### src/design/ddof_pkg.sv
package ddof_pkg;

	localparam int CORDIC_STEPS_DEF = 16;
	localparam int CW    = 35;
	localparam int ACC_W = 64;
	localparam int MB_W  = 35;
	localparam int DIV_W = 52;
	localparam int REM_W = 32;
	localparam int HW    = 20;

	localparam logic signed [CW-1:0]    GAIN_Q30    = 35'sd652032874;
	localparam logic signed [HW-1:0]    HEAD_PI     = 20'sd25736;
	localparam logic signed [HW-1:0]    HEAD_TWO_PI = 20'sd51472;
	localparam logic [20:0]             TIMER_MAX   = 21'd2097151;
	localparam logic signed [ACC_W-1:0] Q60_HALF    = 64'sh0000_2000_0000_0000;
	localparam logic signed [ACC_W-1:0] POS_HALF    = 64'sd1024000000;
	localparam logic signed [ACC_W-1:0] HEAD_HALF   = 64'sd500000;
	localparam logic [REM_W-1:0]        POS_DEN     = 32'd2048000000;
	localparam logic [REM_W-1:0]        HEAD_DEN    = 32'd1000000;

	localparam logic [11:0] SEP_RST    = 12'd420;
	localparam logic [13:0] THR_RST    = 14'd41;
	localparam logic [16:0] GYRO_W_RST = 17'd64225;
	localparam logic [19:0] MAX_DT_RST = 20'd500000;
	localparam logic [19:0] PERIOD_RST = 20'd20000;

	typedef enum logic [2:0] {
		REG_WHEEL_SEP  = 3'd0,
		REG_STAT_THR   = 3'd1,
		REG_GYRO_W     = 3'd2,
		REG_MAX_DT     = 3'd3,
		REG_PUB_PERIOD = 3'd4
	} ddof_reg_t;

	typedef enum logic [4:0] {
		ST_IDLE, ST_CHECK, ST_ENC_DIV, ST_MUL_G, ST_MUL_E, ST_CORD_P,
		ST_MUL_CC, ST_MUL_SS, ST_MUL_CS, ST_MUL_XD, ST_MUL_XS, ST_DIV_X,
		ST_MUL_YD, ST_MUL_YS, ST_DIV_Y, ST_MUL_H, ST_DIV_H, ST_WRAP,
		ST_TIMER, ST_CORD_O, ST_OUT
	} ddof_state_t;

	function automatic logic [29:0] atan_q30(input logic [4:0] i);
		logic [29:0] r;
		unique case (i)
			5'd0: r = 30'd843314856;
			5'd1: r = 30'd497837829;
			5'd2: r = 30'd263043836;
			5'd3: r = 30'd133525158;
			5'd4: r = 30'd67021686;
			5'd5: r = 30'd33543515;
			5'd6: r = 30'd16775850;
			5'd7: r = 30'd8388437;
			5'd8: r = 30'd4194282;
			5'd9: r = 30'd2097149;
			5'd10: r = 30'd1048575;
			5'd11: r = 30'd524287;
			5'd12: r = 30'd262143;
			5'd13: r = 30'd131071;
			5'd14: r = 30'd65535;
			5'd15: r = 30'd32767;
			5'd16: r = 30'd16383;
			5'd17: r = 30'd8191;
			5'd18: r = 30'd4095;
			5'd19: r = 30'd2047;
			5'd20: r = 30'd1023;
			5'd21: r = 30'd511;
			5'd22: r = 30'd255;
			5'd23: r = 30'd127;
			default: r = 30'd0;
		endcase
		return r;
	endfunction

	function automatic logic signed [15:0] q60_to_q14(input logic signed [ACC_W-1:0] v);
		logic signed [ACC_W-1:0] t;
		logic signed [15:0] r;
		t = (v + Q60_HALF) >>> 46;
		if (t > 64'sd16384) r = 16'sd16384;
		else if (t < -64'sd16384) r = -16'sd16384;
		else r = 16'(t);
		return r;
	endfunction

	function automatic logic signed [15:0] q30_to_q14(input logic signed [CW-1:0] v);
		logic signed [CW-1:0] t;
		logic signed [15:0] r;
		t = (v + 35'sd32768) >>> 16;
		if (t > 35'sd16384) r = 16'sd16384;
		else if (t < -35'sd16384) r = -16'sd16384;
		else r = 16'(t);
		return r;
	endfunction

	function automatic logic signed [15:0] rate_round(input logic signed [ACC_W-1:0] v);
		logic signed [ACC_W-1:0] t;
		logic signed [15:0] r;
		t = (v + 64'sd32768) >>> 16;
		if (t > 64'sd32767) r = 16'sh7FFF;
		else if (t < -64'sd32768) r = 16'sh8000;
		else r = 16'(t);
		return r;
	endfunction

	function automatic logic signed [31:0] sat32(input logic signed [33:0] v);
		logic signed [31:0] r;
		if (v > 34'sd2147483647) r = 32'sh7FFF_FFFF;
		else if (v < -34'sd2147483648) r = 32'sh8000_0000;
		else r = 32'(v);
		return r;
	endfunction

endpackage

### src/design/ddof_if.sv
interface ddof_in_if;
	logic               valid;
	logic               ready;
	logic signed [15:0] left_speed;
	logic signed [15:0] right_speed;
	logic signed [15:0] gyro_yaw_rate;
	logic [19:0]        elapsed_us;

	modport source (output valid, left_speed, right_speed, gyro_yaw_rate, elapsed_us,
		input ready);
	modport sink (input valid, left_speed, right_speed, gyro_yaw_rate, elapsed_us,
		output ready);
endinterface

interface ddof_out_if;
	logic               valid;
	logic               ready;
	logic signed [31:0] pos_x;
	logic signed [31:0] pos_y;
	logic signed [15:0] heading_angle;
	logic signed [15:0] orient_z;
	logic signed [15:0] orient_w;
	logic signed [15:0] linear_speed;
	logic signed [15:0] turn_rate;

	modport source (output valid, pos_x, pos_y, heading_angle, orient_z, orient_w,
		linear_speed, turn_rate, input ready);
	modport sink (input valid, pos_x, pos_y, heading_angle, orient_z, orient_w,
		linear_speed, turn_rate, output ready);
endinterface

interface ddof_cfg_if;
	logic        valid;
	logic        ready;
	logic [2:0]  index;
	logic [19:0] data;

	modport source (output valid, index, data, input ready);
	modport sink (input valid, index, data, output ready);
endinterface

### src/design/diff_drive_odometry_fusion.sv
// Differential-drive odometry with gyro/encoder turn-rate blend.
// sample (sink): one word per sensor packet - wheel speeds, gyro rate, elapsed us.
// pose (source): pose, yaw quaternion, speed and turn rate, emitted when the
//   publish period has gathered; at most one pose word per sample word.
// cfg (sink): register writes, always ready, to be issued while idle.
// One sample at a time: sample.ready is high only when idle. A rejected word
// (elapsed zero or over limit) returns to idle from the check state; the work
// on an accepted word is set by four 52-step bit-serial divides (three for a
// stationary word), the shift-add products (one multiplier bit a cycle) and
// one or two CORDIC passes.
// Results sit in an output register: a stalled receiver does not block the
// next sample; only a new pose word waits for the register to empty.
// Reset clears pose, heading, publish timer and loads register defaults;
// sample.ready is high during and after reset, since the state resets to idle.
module diff_drive_odometry_fusion #(
	parameter int CORDIC_STEPS = ddof_pkg::CORDIC_STEPS_DEF
) (
	input  logic        clk,
	input  logic        arst_n,
	ddof_in_if.sink     sample,
	ddof_out_if.source  pose,
	ddof_cfg_if.sink    cfg
);
	import ddof_pkg::*;

	localparam int CI_W = $clog2(CORDIC_STEPS + 1);
	localparam int DCW  = $clog2(DIV_W + 1);

	ddof_state_t state_q, state_d;

	logic [11:0] sep_q;
	logic [13:0] thr_q;
	logic [16:0] gw_q;
	logic [19:0] maxdt_q, period_q;

	logic signed [15:0] left_q, right_q, gyro_q;
	logic [19:0]        dt_q;
	logic signed [15:0] speed_q, rate_q, co_q, so_q, head_q;
	logic signed [26:0] enc_q;
	logic signed [31:0] x_q, y_q;
	logic [20:0]        tsp_q;
	logic signed [HW-1:0] hw_q;

	logic signed [ACC_W-1:0] acc_q, mac_a_q;
	logic [MB_W-1:0]         mac_b_q;

	logic [DIV_W-1:0] div_n_q;
	logic [REM_W-1:0] div_r_q, div_d_q;
	logic             div_neg_q;
	logic [DCW-1:0]   div_cnt_q;

	logic signed [CW-1:0] cx_q, cy_q, cz_q;
	logic [CI_W-1:0]      ci_q;

	logic               out_valid_q;
	logic signed [31:0] ox_q, oy_q;
	logic signed [15:0] oh_q, oz_q, ow_q, osp_q, ort_q;

	logic in_ready, mac_run, div_run, cord_run;
	logic mac_done, div_done, cord_done, out_free;

	logic signed [16:0] l_ext, r_ext, sum17, diff17;
	logic [16:0]        l_abs, r_abs;
	logic               stationary, dt_bad;
	logic signed [26:0] enc_num;
	logic [11:0]        sep_eff;
	logic [16:0]        w_eff, w_cmp;
	logic [CW-1:0]      c_abs, s_abs;
	logic signed [CW-1:0] cs_a;
	logic [15:0]        spd_abs;

	logic signed [ACC_W-1:0] div_src, div_mag, div_quo, q_floor, q_trunc;
	logic [REM_W-1:0]        div_den, rem_nx;
	logic [REM_W:0]          rem_sh;
	logic                    rem_ge;

	logic signed [CW-1:0] dx, dy, at;
	logic signed [33:0]   nx34, ny34;
	logic signed [HW-1:0] hw_new;
	logic [21:0]          t22;
	logic [20:0]          t_sat;
	logic                 pub;

	assign mac_done  = (mac_b_q == '0);
	assign div_done  = (div_cnt_q == '0);
	assign cord_done = (ci_q == CI_W'(CORDIC_STEPS));
	assign out_free  = !out_valid_q || pose.ready;

	always_comb begin
		l_ext      = 17'(left_q);
		r_ext      = 17'(right_q);
		sum17      = l_ext + r_ext;
		diff17     = r_ext - l_ext;
		l_abs      = 17'(l_ext[16] ? -l_ext : l_ext);
		r_abs      = 17'(r_ext[16] ? -r_ext : r_ext);
		stationary = (l_abs < 17'(thr_q)) && (r_abs < 17'(thr_q));
		dt_bad     = (dt_q == '0) || (dt_q > maxdt_q);
		enc_num    = 27'(diff17) * 27'sd500;
		sep_eff    = (sep_q == '0) ? 12'd1 : sep_q;
		w_eff      = (gw_q > 17'd65536) ? 17'd65536 : gw_q;
		w_cmp      = 17'd65536 - w_eff;
		c_abs      = cx_q[CW-1] ? CW'(-cx_q) : CW'(cx_q);
		s_abs      = cy_q[CW-1] ? CW'(-cy_q) : CW'(cy_q);
		cs_a       = cy_q[CW-1] ? -cx_q : cx_q;
		spd_abs    = speed_q[15] ? 16'(-speed_q) : 16'(speed_q);
	end

	always_comb begin
		case (state_q)
			ST_CHECK: begin
				div_src = 64'(enc_num);
				div_den = 32'(sep_eff);
			end
			ST_MUL_XS, ST_MUL_YS: begin
				div_src = acc_q + POS_HALF;
				div_den = POS_DEN;
			end
			ST_MUL_H: begin
				div_src = (acc_q <<< 1) + HEAD_HALF;
				div_den = HEAD_DEN;
			end
			default: begin
				div_src = acc_q;
				div_den = 32'(sep_eff);
			end
		endcase
		div_mag = div_src[ACC_W-1] ? -div_src : div_src;
		rem_sh  = {div_r_q, div_n_q[DIV_W-1]};
		rem_ge  = rem_sh >= {1'b0, div_d_q};
		rem_nx  = rem_ge ? REM_W'(rem_sh - {1'b0, div_d_q}) : REM_W'(rem_sh);
		div_quo = ACC_W'(div_n_q);
		q_trunc = div_neg_q ? -div_quo : div_quo;
		q_floor = div_neg_q ? -(div_quo + ACC_W'(div_r_q != '0)) : div_quo;
	end

	always_comb begin
		dx     = cy_q >>> ci_q;
		dy     = cx_q >>> ci_q;
		at     = CW'(atan_q30(5'(ci_q)));
		nx34   = 34'(x_q) + 34'(q_floor);
		ny34   = 34'(y_q) + 34'(q_floor);
		hw_new = HW'(head_q) + HW'(q_floor);
		t22    = 22'(tsp_q) + 22'(dt_q);
		t_sat  = (t22 > 22'(TIMER_MAX)) ? TIMER_MAX : t22[20:0];
		pub    = t_sat >= 21'(period_q);
	end

	always_comb begin
		state_d = state_q;
		unique case (state_q)
			ST_IDLE:    if (sample.valid) state_d = ST_CHECK;
			ST_CHECK: begin
				if (dt_bad) state_d = ST_IDLE;
				else if (stationary) state_d = ST_CORD_P;
				else state_d = ST_ENC_DIV;
			end
			ST_ENC_DIV: if (div_done) state_d = ST_MUL_G;
			ST_MUL_G:   if (mac_done) state_d = ST_MUL_E;
			ST_MUL_E:   if (mac_done) state_d = ST_CORD_P;
			ST_CORD_P:  if (cord_done) state_d = ST_MUL_CC;
			ST_MUL_CC:  if (mac_done) state_d = ST_MUL_SS;
			ST_MUL_SS:  if (mac_done) state_d = ST_MUL_CS;
			ST_MUL_CS:  if (mac_done) state_d = ST_MUL_XD;
			ST_MUL_XD:  if (mac_done) state_d = ST_MUL_XS;
			ST_MUL_XS:  if (mac_done) state_d = ST_DIV_X;
			ST_DIV_X:   if (div_done) state_d = ST_MUL_YD;
			ST_MUL_YD:  if (mac_done) state_d = ST_MUL_YS;
			ST_MUL_YS:  if (mac_done) state_d = ST_DIV_Y;
			ST_DIV_Y:   if (div_done) state_d = ST_MUL_H;
			ST_MUL_H:   if (mac_done) state_d = ST_DIV_H;
			ST_DIV_H:   if (div_done) state_d = ST_WRAP;
			ST_WRAP: begin
				if (hw_q <= HEAD_PI && hw_q >= -HEAD_PI) state_d = ST_TIMER;
			end
			ST_TIMER:   state_d = pub ? ST_CORD_O : ST_IDLE;
			ST_CORD_O:  if (cord_done) state_d = ST_OUT;
			ST_OUT:     if (out_free) state_d = ST_IDLE;
			default:    state_d = ST_IDLE;
		endcase
	end

	always_comb begin
		in_ready = (state_q == ST_IDLE);
		mac_run  = 1'b0;
		div_run  = 1'b0;
		cord_run = 1'b0;
		unique case (state_q)
			ST_MUL_G, ST_MUL_E, ST_MUL_CC, ST_MUL_SS, ST_MUL_CS, ST_MUL_XD,
			ST_MUL_XS, ST_MUL_YD, ST_MUL_YS, ST_MUL_H: mac_run = !mac_done;
			ST_ENC_DIV, ST_DIV_X, ST_DIV_Y, ST_DIV_H: div_run = !div_done;
			ST_CORD_P, ST_CORD_O: cord_run = !cord_done;
			default: ;
		endcase
	end

	assign sample.ready       = in_ready;
	assign cfg.ready          = 1'b1;
	assign pose.valid         = out_valid_q;
	assign pose.pos_x         = ox_q;
	assign pose.pos_y         = oy_q;
	assign pose.heading_angle = oh_q;
	assign pose.orient_z      = oz_q;
	assign pose.orient_w      = ow_q;
	assign pose.linear_speed  = osp_q;
	assign pose.turn_rate     = ort_q;

	// control and architectural state
	always_ff @(posedge clk or negedge arst_n) begin
		if (!arst_n) begin
			state_q     <= ST_IDLE;
			out_valid_q <= 1'b0;
			sep_q       <= SEP_RST;
			thr_q       <= THR_RST;
			gw_q        <= GYRO_W_RST;
			maxdt_q     <= MAX_DT_RST;
			period_q    <= PERIOD_RST;
			x_q         <= '0;
			y_q         <= '0;
			head_q      <= '0;
			tsp_q       <= '0;
		end else begin
			state_q <= state_d;
			if (cfg.valid) begin
				unique case (cfg.index)
					REG_WHEEL_SEP:  sep_q    <= cfg.data[11:0];
					REG_STAT_THR:   thr_q    <= cfg.data[13:0];
					REG_GYRO_W:     gw_q     <= {1'b0, cfg.data[15:0]} |
						(cfg.data[16] ? 17'h10000 : 17'h0);
					REG_MAX_DT:     maxdt_q  <= cfg.data;
					REG_PUB_PERIOD: period_q <= cfg.data;
					default: ;
				endcase
			end
			if (state_q == ST_OUT && out_free) out_valid_q <= 1'b1;
			else if (out_valid_q && pose.ready) out_valid_q <= 1'b0;
			case (state_q)
				ST_DIV_X: if (div_done) x_q <= sat32(nx34);
				ST_DIV_Y: if (div_done) y_q <= sat32(ny34);
				ST_WRAP: begin
					if (hw_q <= HEAD_PI && hw_q >= -HEAD_PI) head_q <= 16'(hw_q);
				end
				ST_TIMER: tsp_q <= pub ? '0 : t_sat;
				default: ;
			endcase
		end
	end

	// datapath
	always_ff @(posedge clk) begin
		if (mac_run) begin
			acc_q   <= mac_b_q[0] ? acc_q + mac_a_q : acc_q;
			mac_a_q <= mac_a_q <<< 1;
			mac_b_q <= mac_b_q >> 1;
		end
		if (div_run) begin
			div_r_q   <= rem_nx;
			div_n_q   <= {div_n_q[DIV_W-2:0], rem_ge};
			div_cnt_q <= div_cnt_q - 1'b1;
		end
		if (cord_run) begin
			if (!cz_q[CW-1]) begin
				cx_q <= cx_q - dx;
				cy_q <= cy_q + dy;
				cz_q <= cz_q - at;
			end else begin
				cx_q <= cx_q + dx;
				cy_q <= cy_q - dy;
				cz_q <= cz_q + at;
			end
			ci_q <= ci_q + 1'b1;
		end

		case (state_q)
			ST_IDLE: begin
				left_q  <= sample.left_speed;
				right_q <= sample.right_speed;
				gyro_q  <= sample.gyro_yaw_rate;
				dt_q    <= sample.elapsed_us;
			end
			ST_CHECK: begin
				if (stationary) begin
					speed_q <= '0;
					rate_q  <= '0;
					cx_q    <= GAIN_Q30;
					cy_q    <= '0;
					cz_q    <= CW'(head_q) <<< 16;
					ci_q    <= '0;
				end else begin
					speed_q   <= sum17[16:1];
					div_neg_q <= div_src[ACC_W-1];
					div_n_q   <= div_mag[DIV_W-1:0];
					div_r_q   <= '0;
					div_d_q   <= div_den;
					div_cnt_q <= DCW'(DIV_W);
				end
			end
			ST_ENC_DIV: begin
				if (div_done) begin
					enc_q   <= 27'(q_trunc);
					acc_q   <= '0;
					mac_a_q <= ACC_W'(gyro_q);
					mac_b_q <= MB_W'(w_eff);
				end
			end
			ST_MUL_G: begin
				if (mac_done) begin
					mac_a_q <= ACC_W'(enc_q);
					mac_b_q <= MB_W'(w_cmp);
				end
			end
			ST_MUL_E: begin
				if (mac_done) begin
					rate_q <= rate_round(acc_q);
					cx_q   <= GAIN_Q30;
					cy_q   <= '0;
					cz_q   <= CW'(head_q) <<< 16;
					ci_q   <= '0;
				end
			end
			ST_CORD_P: begin
				if (cord_done) begin
					acc_q   <= '0;
					mac_a_q <= ACC_W'(c_abs);
					mac_b_q <= MB_W'(c_abs);
				end
			end
			ST_MUL_CC: begin
				if (mac_done) begin
					mac_a_q <= -ACC_W'(s_abs);
					mac_b_q <= MB_W'(s_abs);
				end
			end
			ST_MUL_SS: begin
				if (mac_done) begin
					co_q    <= q60_to_q14(acc_q);
					acc_q   <= '0;
					mac_a_q <= ACC_W'(cs_a);
					mac_b_q <= MB_W'(s_abs);
				end
			end
			ST_MUL_CS: begin
				if (mac_done) begin
					so_q    <= q60_to_q14(acc_q <<< 1);
					acc_q   <= '0;
					mac_a_q <= ACC_W'(co_q);
					mac_b_q <= MB_W'(dt_q);
				end
			end
			ST_MUL_XD, ST_MUL_YD: begin
				if (mac_done) begin
					acc_q   <= '0;
					mac_a_q <= speed_q[15] ? -acc_q : acc_q;
					mac_b_q <= MB_W'(spd_abs);
				end
			end
			ST_MUL_XS, ST_MUL_YS, ST_MUL_H: begin
				if (mac_done) begin
					div_neg_q <= div_src[ACC_W-1];
					div_n_q   <= div_mag[DIV_W-1:0];
					div_r_q   <= '0;
					div_d_q   <= div_den;
					div_cnt_q <= DCW'(DIV_W);
				end
			end
			ST_DIV_X: begin
				if (div_done) begin
					acc_q   <= '0;
					mac_a_q <= ACC_W'(so_q);
					mac_b_q <= MB_W'(dt_q);
				end
			end
			ST_DIV_Y: begin
				if (div_done) begin
					acc_q   <= '0;
					mac_a_q <= ACC_W'(rate_q);
					mac_b_q <= MB_W'(dt_q);
				end
			end
			ST_DIV_H: if (div_done) hw_q <= hw_new;
			ST_WRAP: begin
				if (hw_q > HEAD_PI) hw_q <= hw_q - HEAD_TWO_PI;
				else if (hw_q < -HEAD_PI) hw_q <= hw_q + HEAD_TWO_PI;
			end
			ST_TIMER: begin
				cx_q <= GAIN_Q30;
				cy_q <= '0;
				cz_q <= CW'(head_q) <<< 16;
				ci_q <= '0;
			end
			ST_OUT: begin
				if (out_free) begin
					ox_q  <= x_q;
					oy_q  <= y_q;
					oh_q  <= head_q;
					oz_q  <= q30_to_q14(cy_q);
					ow_q  <= q30_to_q14(cx_q);
					osp_q <= speed_q;
					ort_q <= rate_q;
				end
			end
			default: ;
		endcase
	end

endmodule

### src/flat_wrapper.sv
// flat-port wrapper written by rule: the top's interface ports become plain ports
module diff_drive_odometry_fusion_flat import ddof_pkg::*;
#(
	parameter int CORDIC_STEPS = ddof_pkg::CORDIC_STEPS_DEF
)
  (clk, arst_n, sample_valid, sample_left_speed, sample_right_speed, sample_gyro_yaw_rate, sample_elapsed_us, sample_ready, pose_valid, pose_pos_x, pose_pos_y, pose_heading_angle, pose_orient_z, pose_orient_w, pose_linear_speed, pose_turn_rate, pose_ready, cfg_valid, cfg_index, cfg_data, cfg_ready);
  ddof_in_if sample_i ();
  ddof_out_if pose_i ();
  ddof_cfg_if cfg_i ();
  input  logic clk;
  input  logic arst_n;
  input wire logic [$bits(sample_i.valid)-1:0] sample_valid;
  input wire logic [$bits(sample_i.left_speed)-1:0] sample_left_speed;
  input wire logic [$bits(sample_i.right_speed)-1:0] sample_right_speed;
  input wire logic [$bits(sample_i.gyro_yaw_rate)-1:0] sample_gyro_yaw_rate;
  input wire logic [$bits(sample_i.elapsed_us)-1:0] sample_elapsed_us;
  output wire logic [$bits(sample_i.ready)-1:0] sample_ready;
  output wire logic [$bits(pose_i.valid)-1:0] pose_valid;
  output wire logic [$bits(pose_i.pos_x)-1:0] pose_pos_x;
  output wire logic [$bits(pose_i.pos_y)-1:0] pose_pos_y;
  output wire logic [$bits(pose_i.heading_angle)-1:0] pose_heading_angle;
  output wire logic [$bits(pose_i.orient_z)-1:0] pose_orient_z;
  output wire logic [$bits(pose_i.orient_w)-1:0] pose_orient_w;
  output wire logic [$bits(pose_i.linear_speed)-1:0] pose_linear_speed;
  output wire logic [$bits(pose_i.turn_rate)-1:0] pose_turn_rate;
  input wire logic [$bits(pose_i.ready)-1:0] pose_ready;
  input wire logic [$bits(cfg_i.valid)-1:0] cfg_valid;
  input wire logic [$bits(cfg_i.index)-1:0] cfg_index;
  input wire logic [$bits(cfg_i.data)-1:0] cfg_data;
  output wire logic [$bits(cfg_i.ready)-1:0] cfg_ready;
  assign sample_i.valid = sample_valid;
  assign sample_i.left_speed = sample_left_speed;
  assign sample_i.right_speed = sample_right_speed;
  assign sample_i.gyro_yaw_rate = sample_gyro_yaw_rate;
  assign sample_i.elapsed_us = sample_elapsed_us;
  assign sample_ready = sample_i.ready;
  assign pose_valid = pose_i.valid;
  assign pose_pos_x = pose_i.pos_x;
  assign pose_pos_y = pose_i.pos_y;
  assign pose_heading_angle = pose_i.heading_angle;
  assign pose_orient_z = pose_i.orient_z;
  assign pose_orient_w = pose_i.orient_w;
  assign pose_linear_speed = pose_i.linear_speed;
  assign pose_turn_rate = pose_i.turn_rate;
  assign pose_i.ready = pose_ready;
  assign cfg_i.valid = cfg_valid;
  assign cfg_i.index = cfg_index;
  assign cfg_i.data = cfg_data;
  assign cfg_ready = cfg_i.ready;
  diff_drive_odometry_fusion #(.CORDIC_STEPS(CORDIC_STEPS)) u_core (.clk(clk), .arst_n(arst_n), .sample(sample_i), .pose(pose_i), .cfg(cfg_i));
endmodule
### config.mk
export PLATFORM = sky130hd
export DESIGN_NAME = diff_drive_odometry_fusion_flat
export DESIGN_NICKNAME = d
export VERILOG_FILES = /design/src/design/ddof_pkg.sv /design/src/design/ddof_if.sv /design/src/design/diff_drive_odometry_fusion.sv /design/src/flat_wrapper.sv
export SDC_FILE = /design/constraint.sdc
export NUM_CORES = 2
export LEC_CHECK = 0
export BUFFER_PORTS_ARGS = -buffer_cell sky130_fd_sc_hd__buf_2
export CORE_UTILIZATION = 38
export CTS_CLUSTER_DIAMETER = 60
export DETAILED_ROUTE_END_ITERATION = 6
export PLACE_DENSITY = 0.65
export REMOVE_ABC_BUFFERS = 1
export SYNTH_ARGS = -nofsm -noshare
export SYNTH_HDL_FRONTEND = slang
export SYNTH_SLANG_ARGS = --single-unit
### constraint.sdc
create_clock -name clk -period 7.8 [get_ports clk]
set_clock_uncertainty 0.15 [all_clocks]
set_input_delay 0.78 -clock clk [delete_from_list [all_inputs] [get_ports clk]]
set_output_delay 0.78 -clock clk [all_outputs]
set_load 0.02 [all_outputs]
Word-level counts from Yosys, hierarchy flattened
Memory sizes are Yosys's and may differ from the RTL's. A register that Yosys moved wholly into a read port is not among the register bits.
Cells that the tools add are included.
{ "totals": {"mem_bits_rw": 0, "wordCells": 336, "regBits": 909, "mem_count": 1, "latch_bits": 0, "rom_bits": 960, "output_inout_bits": 147} }
{ "memory_table": {"columns": ["memory", "words", "width", "read_ports", "rd_ports_with_merged_regs", "write_ports", "line_no", "rtl"], "rows": [
  ["(name not given)", 32, 30, 1, 1, 0, "ddof_pkg.sv:44", "unique case (i)"]
]} }
{ "op_classes": {"n_addsub": 37, "mul": 1, "shifts": 2, "div": 0, "n_eq_ne": 48, "n_reduce_logical": 51, "order_cmp": 25, "n_bitwise": 1, "n_mux": 126} }
{ "op_table": {"columns": ["cell", "count"], "rows": [
  ["2-to-1 mux 64 bit", 16],
  ["2-to-1 mux 35 bit", 23],
  ["case mux 64 bit (9 select lines)", 1],
  ["case mux 64 bit (3 select lines)", 2],
  ["2-to-1 mux 32 bit", 10],
  ["case mux 35 bit (3 select lines)", 3],
  ["case mux 35 bit (7 select lines)", 1],
  ["2-to-1 mux 52 bit", 4],
  ["2-to-1 mux 16 bit", 9],
  ["adder 64 x 47 -> 64 bit (second input constant)", 2],
  ["case mux 32 bit (2 select lines)", 2],
  ["2-to-1 mux 5 bit", 24],
  ["case mux 5 bit (21 select lines)", 1],
  ["case mux 52 bit (2 select lines)", 1],
  ["adder 35 x 17 -> 35 bit (second input constant)", 2],
  ["adder 35 bit", 2],
  ["negator 35 bit", 2],
  [">>> shifter 35 x 5 -> 35 bit", 2],
  ["subtractor 35 bit", 2],
  ["adder 32 x 34 -> 34 bit", 2],
  ["> comparator 34 x 32 -> 1 bit (second input constant)", 2],
  ["< comparator 34 x 32 -> 1 bit (second input constant)", 2],
  ["2-to-1 mux 17 bit", 4],
  ["adder 64 x 17 -> 64 bit (second input constant)", 1],
  ["84 further kinds", 171]
]} }

Depth between registers and ports, before layout
{ "depth": {"ltp_word": 8, "ltp_mapped": 36, "ltp_nobuf": 33} }

Worst setup path before layout
Ideal clock, no wire load.
{ "synth_timing": {"kind": "register to register", "from": "register u_core.state_q[4]", "to": "register u_core.oh_q[0], in the netlist u_core.pose.heading_angle[0], enable pin", "t_arrival_ps": 7466, "slack_ps": -482, "path_stages_with_launch": 6, "setup_time_ps": 665, "period_less_slack_ps": 8282, "t_required_ps": 6985, "cell_sequence": "dfrtp_1 -> buf_4 -> clkbuf_1 -> clkbuf_1 -> nand3_1 -> nor2b_1"} }
{ "synth_between": {"elab_chain_cells": 2} }
{ "synth_lines": {"columns": ["element", "line_no", "rtl"], "rows": [
  ["from (decl)", "diff_drive_odometry_fusion.sv:29", "ddof_state_t state_q, state_d;"],
  ["from (signal assigned)", "diff_drive_odometry_fusion.sv:222", "state_q <= state_d;"],
  ["== test 5 bit", "diff_drive_odometry_fusion.sv:273", "case (state_q)"],
  ["AND reduction 2 bit (no source line)", null, null],
  ["to (signal assigned)", "diff_drive_odometry_fusion.sv:394", "oh_q <= head_q;"],
  ["to (decl)", "diff_drive_odometry_fusion.sv:57", "logic signed [15:0] oh_q, oz_q, ow_q, osp_q, ort_q;"]
]} }
Every way passes these cells.
A chain may end at the register's enable or synchronous reset.

Worst setup path after layout
{ "layout_timing": {"from": "register u_core.right_q[0]", "to": "register u_core.div_n_q[42]"} }
{ "layout_between": {"elab_chain_cells": 7} }
{ "layout_lines": {"columns": ["element", "line_no", "rtl"], "rows": [
  ["from (decl)", "diff_drive_odometry_fusion.sv:36", "logic signed [15:0] left_q, right_q, gyro_q;"],
  ["from (signal assigned)", "diff_drive_odometry_fusion.sv:276", "right_q <= sample.right_speed;"],
  ["subtractor 16 x 16 -> 17 bit", "diff_drive_odometry_fusion.sv:93", "diff17 = r_ext - l_ext;"],
  ["multiplier 17 x 8 -> 25 bit", "diff_drive_odometry_fusion.sv:98", "enc_num = 27'(diff17) * 27'sd500;"],
  ["case mux 64 bit (3 select lines)", "diff_drive_odometry_fusion.sv:109", "case (state_q)"],
  ["negator 52 bit", "diff_drive_odometry_fusion.sv:127", "div_mag = div_src[ACC_W-1] ? -div_src : div_src;"],
  ["2-to-1 mux 52 bit", "diff_drive_odometry_fusion.sv:127", null],
  ["2-to-1 mux 52 bit, on equally long branches", "diff_drive_odometry_fusion.sv:357, diff_drive_odometry_fusion.sv:281", null],
  ["case mux 52 bit (2 select lines) (*)", "diff_drive_odometry_fusion.sv:273", null],
  ["to (signal assigned)", "diff_drive_odometry_fusion.sv:257", "div_n_q <= {div_n_q[DIV_W-2:0], rem_ge};"],
  ["to (signal assigned)", "diff_drive_odometry_fusion.sv:291", "div_n_q <= div_mag[DIV_W-1:0];"],
  ["to (signal assigned)", "diff_drive_odometry_fusion.sv:359", "div_n_q <= div_mag[DIV_W-1:0];"],
  ["to (decl)", "diff_drive_odometry_fusion.sv:47", "logic [DIV_W-1:0] div_n_q;"]
]} }
Mark *: on every way between the ends. The rest lies on a longest branch, timed or not.

==> impl_metrics.env <==
export IMPL_initial_core_util_pct=38.3
export IMPL_drv_cap=0
export IMPL_min_to="u_core.gyro_q[9]$_DFFE_PP_"
export IMPL_crit_path_top_delay_cell="or4b_4"
export IMPL_cts_root_buf="clkbuf_16"
export IMPL_num_vias=82400
export IMPL_use_met1_pct=38.3
export IMPL_antenna_left=0
export IMPL_reg2reg_from="u_core.right_q[0]$_DFFE_PP_"
export IMPL_synth_edf_count=339
export IMPL_grt_use_met3_pct=4.47
export IMPL_dr_pass1_iters=7
export IMPL_syn_inst=10100
export IMPL_fill_cells=21000
export IMPL_gr_total_overflow=0
export IMPL_yosysTopAreaCell="edfxtp_1"
export IMPL_cts_sinks=922
export IMPL_regArea_mm2=0.0229
export IMPL_cts_htree_levels=4
export IMPL_coreArea_mm2=0.215
export IMPL_layout_min_cycle_time_ps=7780
export IMPL_layout_drive_gt1_share_pct=13.7
export IMPL_area_growth_pct=15.0
export IMPL_yosys_area_top_type_share_pct=12.4
export IMPL_clock_latency_ps=840
export IMPL_ys_warn_count=0
export IMPL_min_period_over_period_pct=99.7
export IMPL_multi_input_area_mm2=0.0564
export IMPL_worst_setup_path_type="reg2reg"
export IMPL_ff2ff_path_depth=33
export IMPL_holdWs_ps=51.2
export IMPL_cts_made_buffers=133
export IMPL_syn_cell_area_mm2=0.0823
export IMPL_drtIter0Drc=8942
export IMPL_cts_tree="done"
export IMPL_routed_via_density=6.16
export IMPL_fmax_mhz=129
export IMPL_port_buffers=241
export IMPL_async_flop_share_pct=20.6
export IMPL_place_congestion=1.00
export IMPL_setup_viol_count_final=0
export IMPL_ys_flop_type="dfxtp_1"
export IMPL_die_w_um=467
export IMPL_hp_start="sample_gyro_yaw_rate[9]"
export IMPL_nNetsFinal=11100
export IMPL_synth_cell_types=118
export IMPL_status="finished with violations"
export IMPL_min_delay_path_depth=1
export IMPL_die_h_um=467
export IMPL_cts_max_path_buffers=3
export IMPL_rr_endpoint="u_core.div_n_q[42]$_DFF_P_"
export IMPL_drv_slew=0
export IMPL_rrSetupSlack_ps=20
export IMPL_avgSynthCellArea_um2=8.13
export IMPL_end_kind="flip-flop"
export IMPL_ys_seq_elements=922
export IMPL_drcViolationCount=6
export IMPL_slowest_delay_ps=550
export IMPL_synthTopCellsByArea="edfxtp_1 12%, dfxtp_1 9.6%, ha_1 8.4%"
export IMPL_io_pins=243
export IMPL_dpl_hpwl_mm=255
export IMPL_grt_max_degree=118
export IMPL_drt_total_wl_mm=335
export IMPL_postLayoutCellArea_mm2=0.0947
export IMPL_min_path_type="in2reg"
export IMPL_die_area_mm2=0.219
export IMPL_tightest_slew_ps=1450
export IMPL_worstPathRequired_ps=8400
export IMPL_num_rows=170
export IMPL_arrival_ps=8370
export IMPL_seq_area_frac_synth_pct=27.7
export IMPL_track_usage_pct=29.6
export IMPL_path_clk_slew_ps=60
export IMPL_violations="design-rule violations"
export IMPL_use_met2_pct=46.6
export IMPL_layout_cells_non_filler=13400
export IMPL_crit_path_max_fanout=5
export IMPL_grt_first_pass_wirelength_mm=496
export IMPL_rsz0062_at_grt="yes"
export IMPL_preCtsSetupSlack_ps=-642
export IMPL_slew_headroom_pct=2.24
export IMPL_post_place_cells=13000
export IMPL_place_area_mm2=0.0882
export IMPL_critPathLaunchType="flip-flop"
export IMPL_grt_antenna_before_repair=14
export IMPL_grt_busiest_layer="met2"
export IMPL_avgRoutedWirePerCell_um=25.1
export IMPL_finalHoldViolations=0
export IMPL_final_setup_worst_slack_ps=24.0
export IMPL_grt_pass1_vias=77900
==> layer usage <==
metal / up-vias / share of wire (%)
met5: - / 0
met4: 0 / 6.6
met3: 867 / 8.2
met2: 4090 / 44
met1: 40000 / 41
li1: 37500 / -
==> cell usage after synthesis (all sizes together), types with 38 or more instances <==
library cell  count
nand3           244
nor4            122
o21ai           681
ha              555
a21oi           898
and3             93
a211oi          108
nand2          1107
nor2b           113
edfxtp          339
nor3            229
fa               67
dfrtp           161
a22oi            39
nor2            847
a221oi           57
xnor2           549
o31ai           109
mux2i           166
mux4             83
mux2            105
inv             444
nand4           119
clkbuf          466
dfxtp           393
o211ai           68
a221o            48
or2              56
or3              83
nand2b          108
or4              38
o22ai            63
buf             153
o21a             99
o21bai           54
a31oi           131
a21o            219
and2             60
xor2            319
==> cell type report <==
class	instances	share of cell area (%)
repair buffers	772	5.85
clock buffers	165	3.75
well taps	2838	3.75
multi-input cells	8138	59.6
diodes	1	0.00264
inverters	451	1.79
flip-flops and latches	922	24.1
clock inverters	82	1.13
==> metrics by stage <==
| step | setup TNS, ps | utilization [%] |
|---|---|---|
| after detailed placement | -18280 | 41.0 |
| final | 0 | 44.0 |
| after floorplan | -965710 | - |
| after global placement | -14160 | 41.0 |
| after CTS | 0 | 43.6 |
| after global routing | -4010 | 44.0 |
==> sequential cells by signal, summed over array words and instances, names as in the netlist, 17 cells and up <==
register / count
u_core.cx_q: 35
u_core.div_n_q: 52
u_core.maxdt_q: 20
u_core.cz_q: 35
u_core.tsp_q: 21
u_core.pose.pos_x: 32
u_core.at: 30
u_core.cy_q: 35
u_core.mac_b_q: 35
u_core.mac_a_q: 64
u_core.pose.pos_y: 32
u_core.period_q: 20
u_core.hw_q: 20
u_core.gw_q: 17
u_core.y_q: 32
u_core.acc_q: 64
u_core.dt_q: 20
u_core.enc_q: 27
u_core.x_q: 32
u_core.div_r_q: 32
==> cells by family after synthesis <==
group                    Yosys count  share of synthesized area, %
AO/OA/AOI/OAI                   2958                          22.8
XOR/XNOR                         870                          9.29
adder cells (fa/ha/maj)          627                          10.1
buffers and inverters           1070                          5.05
flip-flops                       922                          27.7
multiplexers                     354                          5.72
other                              1                       0.00455
AND/OR/NAND/NOR                 3328                          19.2
==> worst max path at each step <==
stage,slack (ps),depth (start not counted),startpoint,endpoint
2_1_floorplan,-6910,9,u_core.mac_b_q[0]$_DFF_P_,u_core.acc_q[63]$_DFF_P_
3_3_place_gp,-520,32,u_core.right_q[1]$_DFFE_PP_,u_core.div_n_q[47]$_DFF_P_
3_5_place_dp,-640,33,u_core.right_q[1]$_DFFE_PP_,u_core.div_n_q[47]$_DFF_P_
4_1_cts,10,33,u_core.left_q[1]$_DFFE_PP_,u_core.div_n_q[42]$_DFF_P_
5_1_grt,-280,32,u_core.right_q[1]$_DFFE_PP_,u_core.div_n_q[42]$_DFF_P_
6_report,20,33,u_core.right_q[0]$_DFFE_PP_,u_core.div_n_q[42]$_DFF_P_
==> worst max-delay path, delay by kind of cell, from the launching register on <==
kind | cells | cell delay (ps)
simple gates | 8 | 1820
fa+ha+maj | 7 | 2860
compound gates | 7 | 1270
xor+xnor | 1 | 180
buf+inv | 10 | 1070
flops | 1 | 360
==> cells in the final DEF, fill, tap and decap left out, types with 166 or more instances in the layout <==
cell / synthesis / layout
nand2_1: 1106 / 1102
o21ai_0: 666 / 650
xnor2_1: 549 / 540
nand3_1: 240 / 237
a21o_1: 219 / 219
buf_2: 54 / 240
xor2_1: 319 / 316
buf_4: 10 / 448
mux2i_1: 166 / 166
a21oi_1: 898 / 877
inv_1: 440 / 432
ha_1: 555 / 543
edfxtp_1: 339 / 339
nor2_1: 847 / 835
nor3_1: 224 / 216
dfxtp_1: 393 / 385
==> what timing repair did <==
item	CTS	global route
endpoints found under the setup margin	50	115
hold buffers	63	0
endpoints found under the hold margin	141	0
pin swaps	24	67
setup buffers	7	32
gates cloned	0	1
gates resized for setup	43	128
Power is not shown: default switching activity piles up to over one toggle a cycle in this logic, so the estimate is an artifact.
